[src/hw/rtl/kf3_pkg.sv]
// ----------------------------------------------------------------------------
// kf3_pkg: shared types and constants for the three-state Kalman filter
// Payload structs, operation codes of the shared unit and the sequencer states.
// ----------------------------------------------------------------------------
package kf3_pkg;

  localparam int FracBitsDefault = 16;
  localparam logic [30:0] QReset = 31'd6554;
  localparam logic [30:0] RReset = 31'd65536;

  localparam logic signed [31:0] Max32 = 32'sh7fffffff;
  localparam logic signed [31:0] Min32 = 32'sh80000000;

  typedef struct packed {
    logic signed [31:0] control_acceleration;
    logic signed [31:0] meas_altitude;
    logic signed [31:0] meas_velocity;
    logic signed [31:0] meas_acceleration;
  } kf3_in_t;

  typedef struct packed {
    logic signed [31:0] est_altitude;
    logic signed [31:0] est_velocity;
    logic signed [31:0] est_acceleration;
  } kf3_out_t;

  typedef enum logic [0:0] {
    CFG_Q = 1'b0,
    CFG_R = 1'b1
  } cfg_idx_t;

  // sequencer phases
  typedef enum logic [3:0] {
    ST_IDLE,
    ST_PRED,     // x' and P'
    ST_COF,      // cofactors of S
    ST_DET,      // det(S)
    ST_MAT,      // P' adj(S)
    ST_DIV,      // K = M / det
    ST_DIVW,
    ST_INNOV,    // y and K y
    ST_KP,       // K P'
    ST_DONE
  } kf3_state_t;

  // requests to the shared multiply-accumulate unit
  typedef struct packed {
    logic               clr;   // start accumulator at zero
    logic               en;    // add a*b (rounded) to the accumulator
    logic               neg;   // subtract instead of add
    logic signed [31:0] a;
    logic signed [31:0] b;
  } kf3_mac_req_t;

  function automatic logic signed [31:0] sat32(input logic signed [63:0] v);
    if (v > 64'sd2147483647) return Max32;
    if (v < -64'sd2147483648) return Min32;
    return v[31:0];
  endfunction

endpackage

[src/hw/rtl/kf3_mac.sv]
// ----------------------------------------------------------------------------
// kf3_mac: shared fixed-point multiply-accumulate unit
// One 32x32 product a cycle, registered, rounded and added to a wide sum.
// ----------------------------------------------------------------------------
module kf3_mac import kf3_pkg::*; #(
  parameter int FRAC_BITS = FracBitsDefault
) (
  input  logic               clk,
  input  kf3_mac_req_t       req,
  output logic signed [63:0] acc
);

  logic signed [63:0] prod_r;
  logic               prod_en_r, prod_neg_r, prod_clr_r;
  logic signed [63:0] acc_r, acc_nxt, rnd;

  // product round half up, floor shift
  assign rnd = (prod_r + (64'sd1 <<< (FRAC_BITS - 1))) >>> FRAC_BITS;

  always_comb begin
    acc_nxt = prod_clr_r ? 64'sd0 : acc_r;
    if (prod_en_r) begin
      acc_nxt = prod_neg_r ? acc_nxt - rnd : acc_nxt + rnd;
    end
  end

  always_ff @(posedge clk) begin
    prod_r     <= 64'(req.a) * 64'(req.b);
    prod_en_r  <= req.en;
    prod_neg_r <= req.neg;
    prod_clr_r <= req.clr;
    acc_r      <= acc_nxt;
  end

  assign acc = acc_r;

endmodule

[config.mk]
export PLATFORM = sky130hd
export DESIGN_NAME = kf3_mac
export DESIGN_NICKNAME = d
export VERILOG_FILES = /design/src/hw/rtl/kf3_pkg.sv /design/src/hw/rtl/kf3_mac.sv
export SDC_FILE = /design/constraint.sdc
export NUM_CORES = 2
export LEC_CHECK = 0
export ABC_AREA = 0
export BUFFER_PORTS_ARGS = -buffer_cell sky130_fd_sc_hd__buf_2
export CORE_UTILIZATION = 35
export CTS_CLUSTER_SIZE = 25
export DETAILED_ROUTE_END_ITERATION = 12
export MAX_ROUTING_LAYER = met4
export PLACE_DENSITY = 0.55
export SYNTH_ARGS = -nofsm -noshare
export SYNTH_HDL_FRONTEND = slang
export SYNTH_SLANG_ARGS = --single-unit
[constraint.sdc]
create_clock -name clk -period 9 [get_ports clk]
set_input_delay 0.9 -clock clk [delete_from_list [all_inputs] [get_ports clk]]
set_output_delay 0.9 -clock clk [all_outputs]
set_load 0.02 [all_outputs]
After elaboration in Yosys (flattened, before gate mapping)
Cells that the tools add are included.
Cells by class
  add/sub/neg operators: 3
  multipliers: 1
  mux-type cells: 3
Operators by type and width (number)
  two-way mux 64 bit: 3
  adder 64 x 17 -> 64 bit (second input constant): 1
  adder 64 x 48 -> 64 bit: 1
  multiplier 32 x 32 -> 64 bit: 1
  subtractor 64 x 48 -> 64 bit: 1
Storage, ports and cells
  register bits after elaboration: 131
  input bits: 68
  output and inout port bits: 64
  logic and storage cells: 12

Logic depth before layout (Yosys ltp)
  word-level depth: 4
  mapped depth: 29
  depth with buffers taken out: 28

Worst setup path before layout
OpenSTA, ideal clock, no wires.
  path type: input -> register
  start point: input req[63] (netlist name)
  end point: register prod_r[62]
  setup time: 118 ps
  arrival time: 8293 ps
  required time: 8882 ps
  setup slack: 589 ps
  stages: 25
  path buffers: 1
  cells stage by stage: clkbuf_1 > nand2_1 > inv_1 > fa_1 > inv_1 > fa_1 > inv_1 > fa_1 > fa_1 > inv_1 > fa_1 > inv_1 > fa_1 > fa_1 > fa_1 > ha_1 > nand3_1 > o21ai_0 > nand4bb_1 > nand3_1 > a211oi_1 > nand4_1 > a31o_2 > o21ba_2 > xnor2_1
Between the ends
  word-level cells in the longest chain between the ends: 1
Ends and longest elaborated chain
  start: declaration: line kf3_mac.sv:9  | input kf3_mac_req_t req,
  multiplier 32 x 32 -> 64 bit: line kf3_mac.sv:28  | prod_r <= 64'(req.a) * 64'(req.b);
  end signal: assignment: line kf3_mac.sv:28
  end: declaration: line kf3_mac.sv:13  | logic signed [63:0] prod_r;
Every way passes these cells.

Worst setup path after layout
  start point: input req[5] (netlist name)
  end point: register prod_r[49]
The elaborated chain is that of the path after synthesis.

==> metrics.md <==
| Metric | Value |
|---|---|
| Post-DP HPWL | 107,000 um |
| Worst Clk Skew | 0.0113 ns |
| Final Routed Wirelength | 124,000 um |
| Total area of multi-input combinational cells | 0.0383 mm2 |
| Cell type contributing the most total cell area after synthesis | sky130_fd_sc_hd__fa_1 |
| Count of buffers from port buffering | 131 |
| Quantity of hold-fixing buffers added after cts | 0 |
| Buffers inserted during post-CTS setup optimization | 0 |
| Leading cell type in the layout, fill and taps excluded | sky130_fd_sc_hd__fa_1 |
| Number of enable flip-flop cells after synthesis | 0 |
| CP max stage delay | 0.56 ns |
| Req. time, crit path | 9.38 ns |
| First-pass iteration count of the detailed router | 7 |
| TritonCTS buffer count | 17 |
| Count of final hold-check violations | 0 |
| Site row count | 131 |
| Slowest stage cell, crit path | sky130_fd_sc_hd__fa_1 |
| Result of the run | completed |
| Setup violators final | 0 |
| Root Buffer Master | sky130_fd_sc_hd__clkbuf_16 |
| Wire length per cell | 18.3 um |
| Relative slew slack | 41.4% |
| Gate count of the mapped netlist | 4,994 |
| Highest clock frequency the design can meet | 0.118 GHz |
| WS Path Type | input pin to flip-flop |
| Min cycle time layout | 8.46 ns |
| Number of slew-limit violations in the final report | 0 |
| Highest fanout seen on the critical path | 32 |
| Insertion delay to the later sink of the worst-skew pair | 0.44 ns |
| Commonest cells after routing, fill and taps aside | sky130_fd_sc_hd__fa_1 (1,082), sky130_fd_sc_hd__inv_1 (995), sky130_fd_sc_hd__nand2_1 (583) |
| Share of synthesized area occupied by flip-flops and latches | 5.11% |
| Origin of the critical flop-to-flop path | prod_r[17]$_DFF_P_ |
| Via count of the first global-routing pass | 35.5k |
| Average cell area after synthesis | 9.10 um2 |
| Storage cell area | 0.00233 mm2 |
| Top-Level Pins | 132 |
| Area of the die | 0.131 mm2 |
| Max-cap violations | 0 |
| Min-delay src | acc[63]$_DFF_P_ |
| Antenna violations before repair | 9 |
| Period Utilization, post-route | 94.0% |
| Clock-pin slew on the worst setup and hold paths | 0.06 ns |
| Total vias in the final route | 32.7k |
| Synthesis-to-layout area growth | 7.40% |
| Count of synthesis-stage warnings from yosys | 0 |
| Setup crit start kind | input pin |
| Count of distinct cell types in the synthesized netlist | 97 |
| Cell family contributing the most delay on the critical path | adder cells |
| Die W | 362 um |
| Endpoint class of the critical path | flip-flop |
| Final Wtd Congestion | 0.906 |
| Global-route wire length before repair | 201,000 um |
| GRT overflow | 0 |
| Ys async rst share | 0% |
| Number of antenna-violating nets in the routed design | 0 |
| Number of nets in the layout | 6,402 |
| Filler Cells Inserted | 13.1k |
| Slew at the pin closest to its max-slew limit | 0.879 ns |
| Accumulated negative setup slack | 0 ns |
| Number of flip-flops and latches in the synthesized netlist | 116 |
| Top cell type's share of synthesized area | 47.7% |
| Crit path top cell by count | sky130_fd_sc_hd__fa_1 |
| Drt via density | 4.84 |
| All-Layer GR Usage | 20.0% |
| Largest cells by area after synthesis | sky130_fd_sc_hd__fa_1 (48%), sky130_fd_sc_hd__inv_1 (8.2%), sky130_fd_sc_hd__and2_1 (7.1%), sky130_fd_sc_hd__ha_1 (6.7%), sky130_fd_sc_hd__dfxtp_1 (5.1%) |
| Maximum number of pins on one net before global-route repair | 72 |
| Start point of the critical path | req[5] |
| Initial core utilization | 35.5% |
| Depth of the CTS H-tree | 4 |
| Proportion of layout cells with a drive suffix above 1 | 7.79% |
| Number of sinks handled by clock tree synthesis | 116 |
| Net count of the mapped netlist | 6,389 |
| Data arrival time of the worst path | 8.84 ns |
| Post-cts resize count | 0 |
| CTS tree | done |
| Most instantiated flip-flop cell in the synthesis netlist | sky130_fd_sc_hd__dfxtp_1 |
| CP bufs+invs | 5 |
| Core Box Area | 0.128 mm2 |
| Die height | 362 um |
| Syn Std Cell Area | 0.0454 mm2 |
| HP Class | flip-flop to flip-flop |
| DRC violations left | 0 |
| Max Buffers Root-to-Sink | 2 |
| Detailed Route Iter0 Violations | 1,596 |
| RSZ-0062 raised after global routing | no |
[final timing paths]
kind | endpoint | slack (ns) | cells after the start
max | prod_r[49]$_DFF_P_ | 0.54 | 26
min | acc[63]$_DFF_P_ | 0.49 | 2
max reg2reg | acc[63]$_DFF_P_ | 2.19 | 21
min reg2reg | acc[63]$_DFF_P_ | 0.49 | 2
[flip-flops by register name, indices dropped and copies added, names as in the netlist]
register / flops
acc: 64
prod_r: 49
prod_clr_r: 1
prod_neg_r: 1
prod_en_r: 1
[routing by layer]
layer	share of wire (%)	global-route usage [%]
met1	47	27.4
met2	46	31.9
met3	5.6	3.02
met4	1.2	3.05
met5	0	-
[stage by stage]
stage | std cells | util [%] | hold WS [ns] | setup WS, ns | instance area (um2)
finish | 6758 | 38.1 | 0.488 | 0.539 | 48800
CTS | 6749 | 38.1 | 0.489 | 0.489 | 48800
floorplan | 4994 | - | 0.556 | 0.589 | 45400
detailed placement | 6717 | 37.6 | 0.480 | 0.0250 | 48200
global route | 6756 | 38.1 | 0.500 | 0.0307 | 48800
global placement | 6717 | 37.6 | 0.472 | 0.119 | 48200
[cells by family after synthesis]
logic type | count (synthesis) | share of synthesized area, %
mux | 59 | 1.45
buf+inv | 1253 | 10.6
xor+xnor | 208 | 4.01
flops | 116 | 5.11
fa+ha+maj | 1327 | 54.4
compound gates | 433 | 6.22
simple gates | 1598 | 18.2
[worst reg2reg max path: stages, from the launching register on]
cell and delay, ns:
sky130_fd_sc_hd__dfxtp_1 0.49, sky130_fd_sc_hd__and4_1 0.33, sky130_fd_sc_hd__nand3_1 0.45, sky130_fd_sc_hd__mux2_2 0.46, sky130_fd_sc_hd__a22oi_1 0.33, sky130_fd_sc_hd__nand3b_1 0.27, sky130_fd_sc_hd__nor4_1 0.48, sky130_fd_sc_hd__and2_1 0.27
sky130_fd_sc_hd__nor2_1 0.07, sky130_fd_sc_hd__xor2_1 0.17, sky130_fd_sc_hd__ha_1 0.41, sky130_fd_sc_hd__and3_1 0.25, sky130_fd_sc_hd__and3_1 0.21, sky130_fd_sc_hd__nand4_1 0.12, sky130_fd_sc_hd__nor2_1 0.06, sky130_fd_sc_hd__a221oi_1 0.71
sky130_fd_sc_hd__a21oi_1 0.27, sky130_fd_sc_hd__o21ai_0 0.46, sky130_fd_sc_hd__o21ai_0 0.25, sky130_fd_sc_hd__o21ai_0 0.28, sky130_fd_sc_hd__mux2i_1 0.26, sky130_fd_sc_hd__xnor2_1 0.09
[synth_stat cells (all sizes together), types with 28 or more instances]
cell / instances
a21o: 61
a21oi: 138
and2: 521
clkbuf: 235
dfxtp: 116
fa: 1082
ha: 245
inv: 995
mux2: 52
nand2: 583
nand2b: 28
nand3: 51
nand4: 37
nor2: 149
nor2b: 87
nor3: 47
o21ai: 78
xnor2: 143
xor2: 65
[layout make-up]
| cell class | instances | area share (%) |
|---|---|---|
| Inverter | 997 | 7.67 |
| Sequential cell | 116 | 4.77 |
| Multi-Input combinational cell | 3625 | 78.5 |
| Clock buffer | 23 | 1.00 |
| Antenna cell | 9 | 0.0461 |
| Clock inverter | 9 | 0.256 |
| Tap cell | 1729 | 4.43 |
| Timing Repair Buffer | 250 | 3.33 |
Power is left out: the tool's default activity adds up to more than one toggle a clock period on the data nets, which glitch-free logic cannot reach.
