**src/hw/rtl/kf3_pkg.sv**
```systemverilog
// ----------------------------------------------------------------------------
// kf3_pkg: shared types and constants for the three-state Kalman filter
// Payload structs, operation codes of the shared unit and the sequencer states.
// ----------------------------------------------------------------------------
package kf3_pkg;

  localparam int FracBitsDefault = 16;
  localparam logic [30:0] QReset = 31'd6554;
  localparam logic [30:0] RReset = 31'd65536;

  localparam logic signed [31:0] Max32 = 32'sh7fffffff;
  localparam logic signed [31:0] Min32 = 32'sh80000000;

  typedef struct packed {
    logic signed [31:0] control_acceleration;
    logic signed [31:0] meas_altitude;
    logic signed [31:0] meas_velocity;
    logic signed [31:0] meas_acceleration;
  } kf3_in_t;

  typedef struct packed {
    logic signed [31:0] est_altitude;
    logic signed [31:0] est_velocity;
    logic signed [31:0] est_acceleration;
  } kf3_out_t;

  typedef enum logic [0:0] {
    CFG_Q = 1'b0,
    CFG_R = 1'b1
  } cfg_idx_t;

  // sequencer phases
  typedef enum logic [3:0] {
    ST_IDLE,
    ST_PRED,     // x' and P'
    ST_COF,      // cofactors of S
    ST_DET,      // det(S)
    ST_MAT,      // P' adj(S)
    ST_DIV,      // K = M / det
    ST_DIVW,
    ST_INNOV,    // y and K y
    ST_KP,       // K P'
    ST_DONE
  } kf3_state_t;

  // requests to the shared multiply-accumulate unit
  typedef struct packed {
    logic               clr;   // start accumulator at zero
    logic               en;    // add a*b (rounded) to the accumulator
    logic               neg;   // subtract instead of add
    logic signed [31:0] a;
    logic signed [31:0] b;
  } kf3_mac_req_t;

  function automatic logic signed [31:0] sat32(input logic signed [63:0] v);
    if (v > 64'sd2147483647) return Max32;
    if (v < -64'sd2147483648) return Min32;
    return v[31:0];
  endfunction

endpackage

```
**src/hw/rtl/kf3_div.sv**
```systemverilog
// ----------------------------------------------------------------------------
// kf3_div: radix-2 restoring divider
// Computes sat32((num << FRAC_BITS) / den), truncating toward zero.
// ----------------------------------------------------------------------------
module kf3_div import kf3_pkg::*; #(
  parameter int FRAC_BITS = FracBitsDefault
) (
  input  logic               clk,
  input  logic               rst_n,
  input  logic               start,
  input  logic signed [31:0] num,
  input  logic signed [31:0] den,
  output logic               done,
  output logic signed [31:0] quo
);

  localparam int NW = 32 + FRAC_BITS;
  localparam int CW = $clog2(NW + 1);

  logic [NW-1:0] q_r, q_nxt;
  logic [32:0]   rem_r, rem_nxt;
  logic [31:0]   dv_r;
  logic          neg_r, busy_r, done_r;
  logic [CW-1:0] cnt_r;
  logic [33:0]   trial;
  logic [NW:0]   qmag;
  logic [31:0]   nmag;

  assign nmag  = num[31] ? 32'(-num) : 32'(num);
  assign trial = {rem_r, q_r[NW-1]} - {2'b0, dv_r};

  always_comb begin
    q_nxt   = {q_r[NW-2:0], 1'b0};
    rem_nxt = {rem_r[31:0], q_r[NW-1]};
    if (!trial[33]) begin
      rem_nxt = trial[32:0];
      q_nxt[0] = 1'b1;
    end
  end

  always_ff @(posedge clk) begin
    if (!rst_n) begin
      busy_r <= 1'b0;
      done_r <= 1'b0;
    end else begin
      done_r <= 1'b0;
      if (start) begin
        busy_r <= 1'b1;
        cnt_r  <= CW'(NW);
        q_r    <= NW'({nmag, FRAC_BITS'(0)});
        rem_r  <= '0;
        dv_r   <= den[31] ? 32'(-den) : 32'(den);
        neg_r  <= num[31] ^ den[31];
      end else if (busy_r) begin
        q_r   <= q_nxt;
        rem_r <= rem_nxt;
        cnt_r <= cnt_r - 1'b1;
        if (cnt_r == CW'(1)) begin
          busy_r <= 1'b0;
          done_r <= 1'b1;
        end
      end
    end
  end

  assign qmag = {1'b0, q_r};
  always_comb begin
    if (neg_r) begin
      quo = (qmag > (NW+1)'(33'h80000000)) ? Min32 : 32'(-qmag);
    end else begin
      quo = (qmag > (NW+1)'(32'h7fffffff)) ? Max32 : qmag[31:0];
    end
  end
  assign done = done_r;

endmodule

```
**config.mk**
```make
export PLATFORM = sky130hd
export DESIGN_NAME = kf3_div
export DESIGN_NICKNAME = d
export VERILOG_FILES = /design/src/hw/rtl/kf3_pkg.sv /design/src/hw/rtl/kf3_div.sv
export SDC_FILE = /design/constraint.sdc
export NUM_CORES = 1
export LEC_CHECK = 0
export BUFFER_PORTS_ARGS = -buffer_cell sky130_fd_sc_hd__buf_2
export CORE_MARGIN = 5
export CORE_UTILIZATION = 46
export CTS_CLUSTER_DIAMETER = 40
export DETAILED_ROUTE_END_ITERATION = 16
export GPL_TIMING_DRIVEN = 0
export PLACE_DENSITY = 0.65
export SLEW_MARGIN = 5
export SYNTH_ARGS = -nofsm -noshare
export SYNTH_HDL_FRONTEND = slang
export SYNTH_SLANG_ARGS = --single-unit
```
**constraint.sdc**
```tcl
create_clock -name clk -period 10.6 [get_ports clk]
set_input_delay 3.18 -clock clk [delete_from_list [all_inputs] [get_ports clk]]
set_output_delay 3.18 -clock clk [all_outputs]
set_load 0.01 [all_outputs]
```
# Word-level counts from Yosys, hierarchy flattened
# Index checks and enable logic that the tools add are counted.
# Widths: inputs -> output; s select.
# word_totals
regBits	122
out_inout_bits	33
# classes
add_sub_neg	5
order_cmp	2
n_eq_ne	1
n_mux	15
bitwise	3
reduce_logical	4
# op_table
operator	count
$mux 32	4
$mux 48	2
$neg 32->32	3
$mux 33	2
$gt 48x31->1 const B	1
$gt 48x32->1 const B	1
$sub 34x32->34	1
$mux 31	1
$eq 6x1->1 const B	1
$mux 6	1
$sub 6x1->6 const B	1
$mux 1	5
$reduce_and 2->1	2
$reduce_or 3->1	1
$not 1->1	2
$reduce_bool 2->1	1
$xor 1x1->1	1

# Depth between registers and ports, before layout
# Gate-level depths: netlist of run 1.
# logic_depth
word_depth	4
depth_mapped	14
mapped_depth_nobuf	12

# Worst setup path before layout of run 1
# Ideal clock, no wire load.
# synth_path
path_kind	register -> output
from	reg q_r[0]
to	out quo[11]
arrival_ns	2.945
required_ns	7.420
path_slack_ns	4.475
stages_incl_launch_ff	14
path_buffers	2
cell_sequence	edfxtp_1 -> inv_1 -> ha_1 -> or3b_2 -> nor3_1 -> nand4_1 -> nor3_2 -> nand4_1 -> a21o_1 -> buf_2 -> inv_2 -> nand2_1 -> buf_2 -> o311ai_0
# synth_between
elab_chain_len	3
word_cells_on_any_way	6
# synth_lines
element	line	source
start, declared	kf3_div.sv:20	logic [NW-1:0] q_r, q_nxt;
start signal, assigned	kf3_div.sv:50	q_r <= NW'({nmag, FRAC_BITS'(0)});
start signal, assigned	kf3_div.sv:55	q_r <= q_nxt;
$gt 48x31->1 (tied with other cells)	kf3_div.sv:71	quo = (qmag > (NW+1)'(32'h7fffffff)) ? Max32 : qmag[31:0];
$mux 32, on equally long branches	kf3_div.sv:71, kf3_div.sv:69	
$mux 32 (*)	kf3_div.sv:68	if (neg_r) begin
end, declared	kf3_div.sv:14	output logic signed [31:0] quo
# Every way passes the cells marked *; elsewhere a longest branch is shown, timed or not.

# Worst setup path in the final report of run 1
# layout_path
from	reg q_r[0]
to	out quo[2]
# Same word-level chain as after synthesis.

==> key figures, run 1 <==
Synthesis
  – Area of the mapped netlist: 8910 um^2
  – Adder-cell share of the synthesized area: 5.42%
  – Sequential-to-total area share from yosys stat: roughly two fifths
  – Post-Syn Area per Cell: approximately 9 um^2
  – Synthesized flop and latch total: 122
  – Post-synthesis mux area share: 4.14%
  – EDFF count, synth: 120
  – Synth async-reset ratio: 0%
  – Syn Inst Count: 962
  – Synth Warn #: 0
  – Simple-Gate Fraction of Synth Area: 18.7%
  – Post-synthesis cell type count: 62
  – Most common flop cell mapped by yosys: edfxtp_1
  – Largest family of logic cells by synthesized area: simple AND/OR/NAND/NOR gates
  – Compound-Gate Fraction of Synth Area: between 10% and 20%
  – Syn Nets: ~1100
  – Post-Synth XOR/XNOR Area: 8.94%

Power and ir drop
  – Total power draw: 1.59 mW
  – Leakage dissipation: 4.06 nW
  – Power Dens Cells: 154 nW/um^2
  – Worst VDD drop: 0.133 mV

Global route
  – Antenna violations before repair: 1
  – Total track usage: 20.9%
  – Pin count of the biggest net entering global routing: 64
  – First-pass GRT wire length: between 30000 and 40000 um
  – Remaining Overflow, GRT: 0
  – Vias in the first global route: 7435

Worst hold path
  – Hold Path Sink: done
  – Hold Crit Class: register to register
  – HP Start: busy_r
  – Min-Delay Path Depth: 2

Final layout
  – Area Overhead vs Synth: 15.8%
  – Share of layout cells above drive strength 1: roughly 15%
  – Area of the multi-input gates: approximately 4900 um^2
  – Area occupied by registers: 3640 um^2
  – Post-layout nets: ~1200
  – Post-route insts no fill: 1359
  – Finished Core Util: 53.6%
  – # fillers: 1866

Critical path
  – Worst r2r src: rem_r[17]
  – Worst Setup End Kind: output pin
  – Reg2Reg Setup Slack: 7.03 ns
  – Worst Path Arrival: around 4.1 ns
  – Worst path cell trace: inv_1, ha_1, or3b_2, nor3_1, nand4_1, nor3_2, nand4_1, a21o_1, buf_2, inv_2, nand2_1, buf_2, o311ai_0, buf_2
  – Worst Setup Start Kind: register
  – Crit-path most repeated cell: buf_2
  – Worst-path fanout max: 10
  – R2R cell count: 13
  – Critical-path cell with the highest stage delay: or3b_2
  – Req. time, crit path: about 7.4 ns
  – Kind of critical path: register to output pin
  – Worst R2R End: rem_r[21]
  – Max incr delay on CP: 0.51 ns

Die
  – Die width: between 100 and 150 um
  – Core area: a little under 20000 um^2
  – Num rows: between 50 and 60
  – Die Ht: 149 um
  – Num ports: 100
  – Total die area: about 22000 um^2
  – Initial Utilization: between 40% and 50%

Clock tree
  – Clock slew at reported path FFs: 0.05 ns
  – H-tree lvl count: 4
  – Post_cts resized: 0
  – CTS tree: done
  – Root buffer cell: clkbuf_16
  – Post-CTS setup buffer count: 0
  – CTS Buf Count: 17
  – Hold_buf cts: 0
  – Worst skew pair latency: between 0.4 and 0.5 ns
  – Clock sinks: around 120
  – CTS Buffer Depth: 2

Routing
  – Iter 0 DRT Violations: 620
  – # DRC: 0
  – Drt first pass iters: 5
  – Post-DR wirelength/cell: 16.7 um
  – DR vias/cell: between 5 and 6
  – Drt total wl: 22600 um
  – ANT nets after route: 0
  – Vias: 7635

Job
  – Max-Cap Viols: 0

Timing
  – Worst slew pin tran: 0.880 ns
  – Clock period minus worst slack: 7.24 ns
  – Max-slew headroom: 41.4%
  – Setup violators final: 0
  – Fmax: about 0.14 GHz
  – Max-slew violations: 0
  – RSZ-0062 raised after global routing: no
  – Crit share post-route: 68.3%
  – TNS Setup: 0 ns
  – Skew final: 0.00852 ns
  – Final Hold Viols: 0
  – Worst setup margin: 3.36 ns

Place
  – Routability congestion estimate: between 0.8 and 0.9
  – Dpl ws: 3.81 ns
  – HPWL after DPL: 16900 um
  – Number of port buffers: 99
  – Placed instance count: about 1300

Run status
  – Status: finished clean
[layout by cell type, fill, tap and decap left out, drive strengths merged, types with 8 or more instances in the layout]
cell type / count
or3: 22
mux2i: 29
o31ai: 23
nand4: 12
nand2: 88
nand2b: 8
or4: 11
inv: 59
o21ai: 56
clkbuf: 55
nor3: 32
o311ai: 27
nand3: 12
a21oi: 66
a21o: 14
xor2: 40
edfxtp: 120
nor2b: 23
nor4: 8
ha: 37
nor2: 95
buf: 111
xnor2: 51
o41ai: 16
[sequential cells by signal, summed over array words and instances (netlist names)]
register	count
q_r	48
rem_r	33
dv_r	32
cnt_r	6
busy_r	1
done	1
neg_r	1
[cells in the mapped netlist, drive strengths merged, types with 12 or more instances]
master	count	area share [%]
a21o	14	1.2
a21oi	66	3.7
clkbuf	35	1.5
edfxtp	120	40
ha	37	5.2
inv	59	2.5
mux2i	29	3.3
nand2	88	3.7
nand3	12	0.67
nand4	12	0.91
nor2	95	4.0
nor2b	23	1.6
nor3	32	2.0
o21ai	56	3.1
o311ai	27	2.7
o31ai	23	1.9
o41ai	16	1.7
or3	22	1.8
xnor2	51	5.0
xor2	40	3.9
[per-layer routing]
layer / share of wire [%] / GRT usage, % / up-vias
met2: 47 / 33.7 / 197
met3: 4.6 / 3.62 / 33
met1: 46 / 28.6 / 3619
met5: 0 / 0 / -
li1: - / - / 3786
met4: 2.0 / 6.68 / 0
[worst max path at each step]
stage | from | endpoint | depth (start not counted)
2_1_floorplan | q_r[0] | quo[11] | 13
3_3_place_gp | start | q_r[33] | 3
3_5_place_dp | q_r[0] | quo[6] | 14
4_1_cts | q_r[0] | quo[6] | 14
5_1_grt | q_r[0] | quo[2] | 14
6_report | q_r[0] | quo[2] | 14
[power breakdown]
| group | internal (mW) | switching, mW |
|---|---|---|
| combinational | 0.181 | 0.249 |
| sequential | 0.589 | 0.0282 |
| clock | 0.339 | 0.206 |
| total | 1.11 | 0.483 |
[metrics by stage]
step	hold slack, ns	cell area (um^2)
finish	0.463	10300
CTS	0.461	10300
global placement	0.432	9740
floorplan	0.421	8910
detailed placement	0.450	9780
global route	0.490	10300
[worst max-delay path: cells and delay by family, from the launching register on]
kind                     cells  cell delay [ns]
AND/OR/NAND/NOR              6             1.49
buffers and inverters        5             0.88
AO/OA/AOI/OAI                2             0.67
flip-flops                   1             0.41
adder cells (fa/ha/maj)      1             0.20
[logic make-up after synthesis]
kind of cell	Yosys count
DFF	122
buffers and inverters	105
adders and majority gates	38
muxes	36
AOI/OAI and AO/OA	238
xor gates and xnor gates	91
and+or+nand+nor	332
[cell type report]
type | count | area share [%]
diodes | 1 | 0.0242
plain buffers | 46 | 1.75
clock buffers | 20 | 4.23
clock inverters | 11 | 1.02
inverters | 59 | 2.15
multi-input cells | 735 | 47.3
flip-flops and latches | 122 | 35.3
well taps | 265 | 3.21
repair buffers | 100 | 5.07
Power figures use the tool's default switching activity.
==> run 2, diff against run 1 <==
Settings changed: ABC_AREA from default to 1, PLACE_DENSITY 0.65 to default.
Clock period 10.6 ns to 7.5 ns, I/O delays scaled along.
==> key figures, run 2 <==
Final layout
  – Final Instance Area: 11900 um^2
  – Largest register by flop count: q_r
  – Most frequent cells in the layout: nand2_1, inv_1, nor2_1
  – Biggest regs: q_r: 48 flops, rem_r: 33 flops, dv_r: 32 flops
  – Finished Core Util: between 50% and 60%
  – N_diodes: 0
  – Share of layout cells above drive strength 1: a little under an eighth
  – Post-layout nets: 1741
  – Max reg flops: 48
  – # fillers: approximately 2300
  – Most common cell after layout, fill and taps aside: nand2_1
  – Area Overhead vs Synth: 13.7%

Synthesis
  – Synthesized flop and latch total: 122
  – Synth Warn #: 0
  – Post-synth top cells: nand2_1, inv_1, nor2_1
  – Area contributors post-synth: edfxtp_1, nand2_1, inv_1, nor2_1, xor2_1
  – Yosys top cell area share: 34.4%
  – Syn Inst Count: 1518
  – Sequential-to-total area share from yosys stat: between 30% and 40%
  – EDFF count, synth: 120
  – Synth area leader: edfxtp_1
  – Post-Syn Area per Cell: 6.90 um^2
  – Count leader, synth: nand2_1
  – Syn Nets: between 1500 and 2000
  – Most common flop cell mapped by yosys: edfxtp_1
  – Synth async-reset ratio: 0%
  – Post-synthesis cell type count: 43
  – Area of the mapped netlist: ~10000 um^2

Routing
  – Drt first pass iters: 6
  – Drt total wl: 30000 um
  – Post-DR wirelength/cell: 15.5 um
  – ANT nets after route: 0
  – Iter 0 DRT Violations: 876
  – DR vias/cell: 5.14
  – Vias: between 9000 and 10000
  – # DRC: 0

Place
  – Routability congestion estimate: 0.937
  – Cell Area, Placed: 11400 um^2
  – Number of port buffers: 98
  – Dpl ws: 2.61 ns
  – HPWL after DPL: 23600 um

Clock tree
  – Root buffer cell: clkbuf_16
  – H-tree lvl count: 4
  – Clock sinks: 122
  – CTS tree: done
  – CTS Buf Count: 17
  – CTS Buffer Depth: 2
  – Hold_buf cts: 0
  – Worst skew pair latency: 0.42 ns
  – Clock slew at reported path FFs: roughly 0.060 ns
  – Post_cts resized: 0
  – Post-CTS setup buffer count: 0

Global route
  – Remaining Overflow, GRT: 0
  – Antenna violations before repair: 0
  – First-pass GRT wire length: 48000 um
  – Pin count of the biggest net entering global routing: 52
  – Vias in the first global route: 9417
  – Total track usage: 22.9%

Critical path
  – Buf/Inv on CP: 2
  – Kind of critical path: register to output pin
  – Worst r2r src: q_r[47]
  – Critical-path cell with the highest stage delay: nor4_1
  – R2R cell count: 15
  – Levels on crit path: 9
  – Worst-path fanout max: 3
  – Worst path cell trace: inv_1, ha_1, nand2_2, nor4_1, nand2_1, nor3b_1, xor2_1, o21ai_0, buf_2
  – Worst Setup Start Kind: register
  – Worst Setup EP: quo[30]
  – Worst R2R End: rem_r[32]
  – Req. time, crit path: between 5 and 6 ns
  – Worst Setup End Kind: output pin
  – Crit path launch: q_r[0]
  – CP top delay family: simple AND/OR/NAND/NOR gates
  – Reg2Reg Setup Slack: 4.91 ns
  – Worst Path Arrival: 2.88 ns
  – Max incr delay on CP: 0.55 ns

Timing
  – Crit share post-route: 68.4%
  – Final Hold Viols: 0
  – TNS Setup: 0 ns
  – Worst setup margin: 2.37 ns
  – Max-slew violations: 0
  – Fmax: 0.195 GHz
  – Clock period minus worst slack: approximately 5.1 ns
  – Skew final: 0.0113 ns
  – Setup violators final: 0
  – Worst slew pin tran: 1.23 ns
  – RSZ-0062 raised after global routing: no
  – Max-slew headroom: 18.0%

Die
  – Num ports: 100
  – Num rows: 55
  – Core area: 22500 um^2
  – Die Ht: between 150 and 200 um
  – Die width: 161 um
  – Total die area: roughly 26000 um^2
  – Initial Utilization: 46.5%

Worst hold path
  – Hold Crit Class: register to register

Power and ir drop
  – Power Dens Cells: 212 nW/um^2
  – Leakage dissipation: 5.77 nW
  – Worst VDD drop: 0.143 mV

Run status
  – Status: finished clean

Job
  – Max-Cap Viols: 0
==> run 2: cell types whose count changed in the layout (fill, tap and decap cells not counted), moves of 36 or more <==
| cell | change |
|---|---|
| nand2_1 | +307 |
| inv_1 | +185 |
| nor2_1 | +123 |
| nand3_1 | +98 |
| xnor2_1 | -39 |
| xor2_1 | +36 |
==> run 2: logic make-up (layout without fill, tap and decap cells) <==
kind of cell / count (synthesis) / after routing / share of synthesized area [%]
AND/OR/NAND/NOR: 823 / 823 / 33.8
buffers and inverters: 286 / 416 / 10.8
AO/OA/AOI/OAI: 161 / 161 / 8.67
flip-flops: 122 / 122 / 34.8
XOR/XNOR: 88 / 88 / 7.36
adder cells (fa/ha/maj): 38 / 38 / 4.61
==> run 2: worst register-to-register path, delay by kind of cell, from the launching register on <==
kind | cells | cell delay [ns]
adder cells (fa/ha/maj) | 2 | 0.65
buffers and inverters | 2 | 0.20
flip-flops | 1 | 0.38
AND/OR/NAND/NOR | 11 | 1.14
==> run 2: worst min-delay path by stage <==
stage,start,end,slack (ns),cells past startpoint
2_1_floorplan,busy_r,done,0.45,2
3_3_place_gp,busy_r,done,0.47,2
3_5_place_dp,busy_r,done,0.53,2
4_1_cts,busy_r,done,0.54,2
5_1_grt,busy_r,done,0.57,2
6_report,busy_r,done,0.54,2
==> run 2: area by class of cell <==
type / count / area, um^2 / area share (%)
multi-input cells: 1110 / 5710 / 47.9
flip-flops and latches: 122 / 3640 / 30.6
inverters: 248 / 931 / 7.81
repair buffers: 99 / 518 / 4.35
clock buffers: 18 / 429 / 3.60
well taps: 285 / 357 / 2.99
plain buffers: 38 / 203 / 1.70
clock inverters: 13 / 129 / 1.08
==> run 2: through the flow <==
step	power (mW)	cells	hold slack, ns
5_1_grt	2.68	1933	0.574
4_1_cts	2.53	1933	0.542
3_3_place_gp	1.72	1901	0.467
3_5_place_dp	1.73	1902	0.529
6_report	2.53	1933	0.535
2_1_floorplan	1.49	1518	0.452
==> run 2: report_power, final <==
| group | internal [mW] | switching [mW] | leakage [nW] |
|---|---|---|---|
| logic | 0.283 | 0.543 | 4.33 |
| registers | 0.849 | 0.0507 | 1.18 |
| clock network | 0.483 | 0.319 | 0.259 |
| total | 1.61 | 0.913 | 5.77 |
==> run 2: metal layers <==
layer	wire length (um)	track usage [%]	vias up
met1	14900	34.9	4517
met3	1860	3.16	31
met2	12800	34.5	289
met4	383	5.47	0
li1	-	-	5102
met5	0	0	-
==> run 3, diff against run 2 <==
Settings changed: ABC_AREA 1 to 0, PLACE_DENSITY from default to 0.68.
Clock period 7.5 ns to 4.5 ns, I/O delays scaled along.
==> key figures, run 3 (synthesis gave the netlist of run 1 again) <==
Clock tree
  – Clock slew at reported path FFs: 0.05 ns
  – CTS Buffer Depth: 2
  – Root buffer cell: clkbuf_16
  – Hold_buf cts: 0
  – CTS Buf Count: 17
  – CTS tree: done
  – H-tree lvl count: 4
  – Worst skew pair latency: 0.42 ns
  – Clock sinks: 122

Timing
  – Crit share post-route: 107%
  – Worst hold slack: 0.472 ns
  – Final Hold Viols: 0
  – Max-slew violations: 0
  – TNS Setup: -6.03 ns
  – Max-slew headroom: 45.5%
  – Worst slew pin tran: between 0.8 and 0.9 ns
  – RSZ-0062 raised after global routing: yes
  – Skew final: roughly 0.0066 ns
  – Worst setup margin: -0.308 ns
  – Fmax: approximately 0.21 GHz
  – Setup violators final: 30
  – Clock period minus worst slack: a little under 5 ns

Final layout
  – Share of layout cells above drive strength 1: 23.5%
  – Post-layout nets: 1226
  – Finished Core Util: 58.7%
  – Most frequent cells in the layout: edfxtp_1, buf_2, nor2_1
  – Max reg flops: 48
  – Largest register by flop count: q_r
  – Biggest regs: q_r: 48 flops, rem_r: 33 flops, dv_r: 32 flops
  – # fillers: around 1700
  – Area Overhead vs Synth: 26.8%
  – Most common cell after layout, fill and taps aside: edfxtp_1

Die
  – Die Ht: 149 um
  – Die width: 149 um
  – Num rows: 51
  – Total die area: 22300 um^2
  – Num ports: 100
  – Core area: 19300 um^2
  – Initial Utilization: 46.3%

Routing
  – # DRC: 0
  – DR vias/cell: 5.77
  – Drt total wl: 24500 um
  – Drt first pass iters: 5
  – Iter 0 DRT Violations: 709
  – ANT nets after route: 0
  – Post-DR wirelength/cell: roughly 17 um
  – Vias: 8075

Critical path
  – Worst r2r src: rem_r[17]
  – Kind of critical path: register to output pin
  – Worst Setup Start Kind: register
  – Worst Setup End Kind: output pin
  – Worst Path Arrival: 3.46 ns
  – Req. time, crit path: 3.15 ns
  – Crit path launch: q_r[0]
  – Worst-path fanout max: 8

Job
  – Max-Cap Viols: 0

Run status
  – Failing checks: setup timing
  – Status: complete, but fails checks

Worst hold path
  – Hold Crit Class: register to register
  – HP Start: busy_r

Global route
  – First-pass GRT wire length: about 38000 um
  – Antenna violations before repair: 1
  – Pin count of the biggest net entering global routing: 64
  – Met3 Resource Use GR: 3.43%
  – Met1 usage: 29.3%
  – Remaining Overflow, GRT: 0
  – Vias in the first global route: 7745
  – Global-route layer with the greatest usage: met2
  – Met2 Use GR: around 34%
  – Total track usage: 21.3%

Power and ir drop
  – Worst VDD drop: 0.271 mV
  – Power Dens Cells: 340 nW/um^2
  – Leakage dissipation: 4.46 nW

Place
  – Number of port buffers: 99
  – HPWL after DPL: 16500 um
  – Routability congestion estimate: 0.907
## run 3: path summary, 6_finish.rpt
path | endpoint | slack (ns) | cells past startpoint
max reg2reg | rem_r[5] | 0.80 | 13
min reg2reg | done | 0.47 | 2
max | quo[4] | -0.31 | 13
min | done | 0.47 | 2
## run 3: worst max-delay path, cell delays in order (launching register included)
cell	delay, ns
edfxtp_1	0.41
inv_2	0.10
ha_4	0.12
or3b_4	0.39
nor3_4	0.15
nand4_1	0.29
nor3_2	0.23
nand4_1	0.14
a21o_4	0.30
inv_4	0.10
nand2_8	0.10
clkbuf_16	0.20
o311ai_1	0.29
buf_2	0.20
## run 3: through the flow
stage                     area [um^2]  instances  power, mW  worst slack (ns)
after CTS                       11100       1388       3.82            -0.200
after floorplan                  8910        962       2.21             0.205
after global placement           9740       1326       2.47            -0.883
after global routing            11300       1399       4.03            -0.483
final                           11300       1400       3.84            -0.308
after detailed placement         9780       1327       2.48            -0.452
## run 3: metal layers
metal  wire (um)  up-vias  part of all wire [%]
met2       11200      317                    46
met1       11000     3815                    45
met3        1650       64                   6.7
met4         669        2                   2.7
met5          13        -                 0.053
li1            -     3877                     -
## run 3: final cells by class
cell class | count | area (um^2) | area share, %
clock buffers | 21 | 440 | 3.90
well taps | 265 | 332 | 2.93
flip-flops and latches | 122 | 3640 | 32.2
diodes | 1 | 2.50 | 0.0221
multi-input cells | 735 | 5420 | 47.9
inverters | 59 | 224 | 1.98
repair buffers | 143 | 903 | 7.99
clock inverters | 11 | 104 | 0.919
plain buffers | 43 | 238 | 2.10
## run 3: repair_timing
action	4_1_cts	5_1_grt
endpoints found under the setup margin	31	31
pin swaps	21	15
resized for setup	108	33
setup buffers	33	10
cloned	2	1
## run 3: power breakdown
part           switching (mW)  leakage, nW  internal, mW  total (mW)
Sequential             0.0718         1.16          1.39        1.46
Combinational           0.630         3.04         0.467        1.10
Clock                   0.485        0.258         0.801        1.29
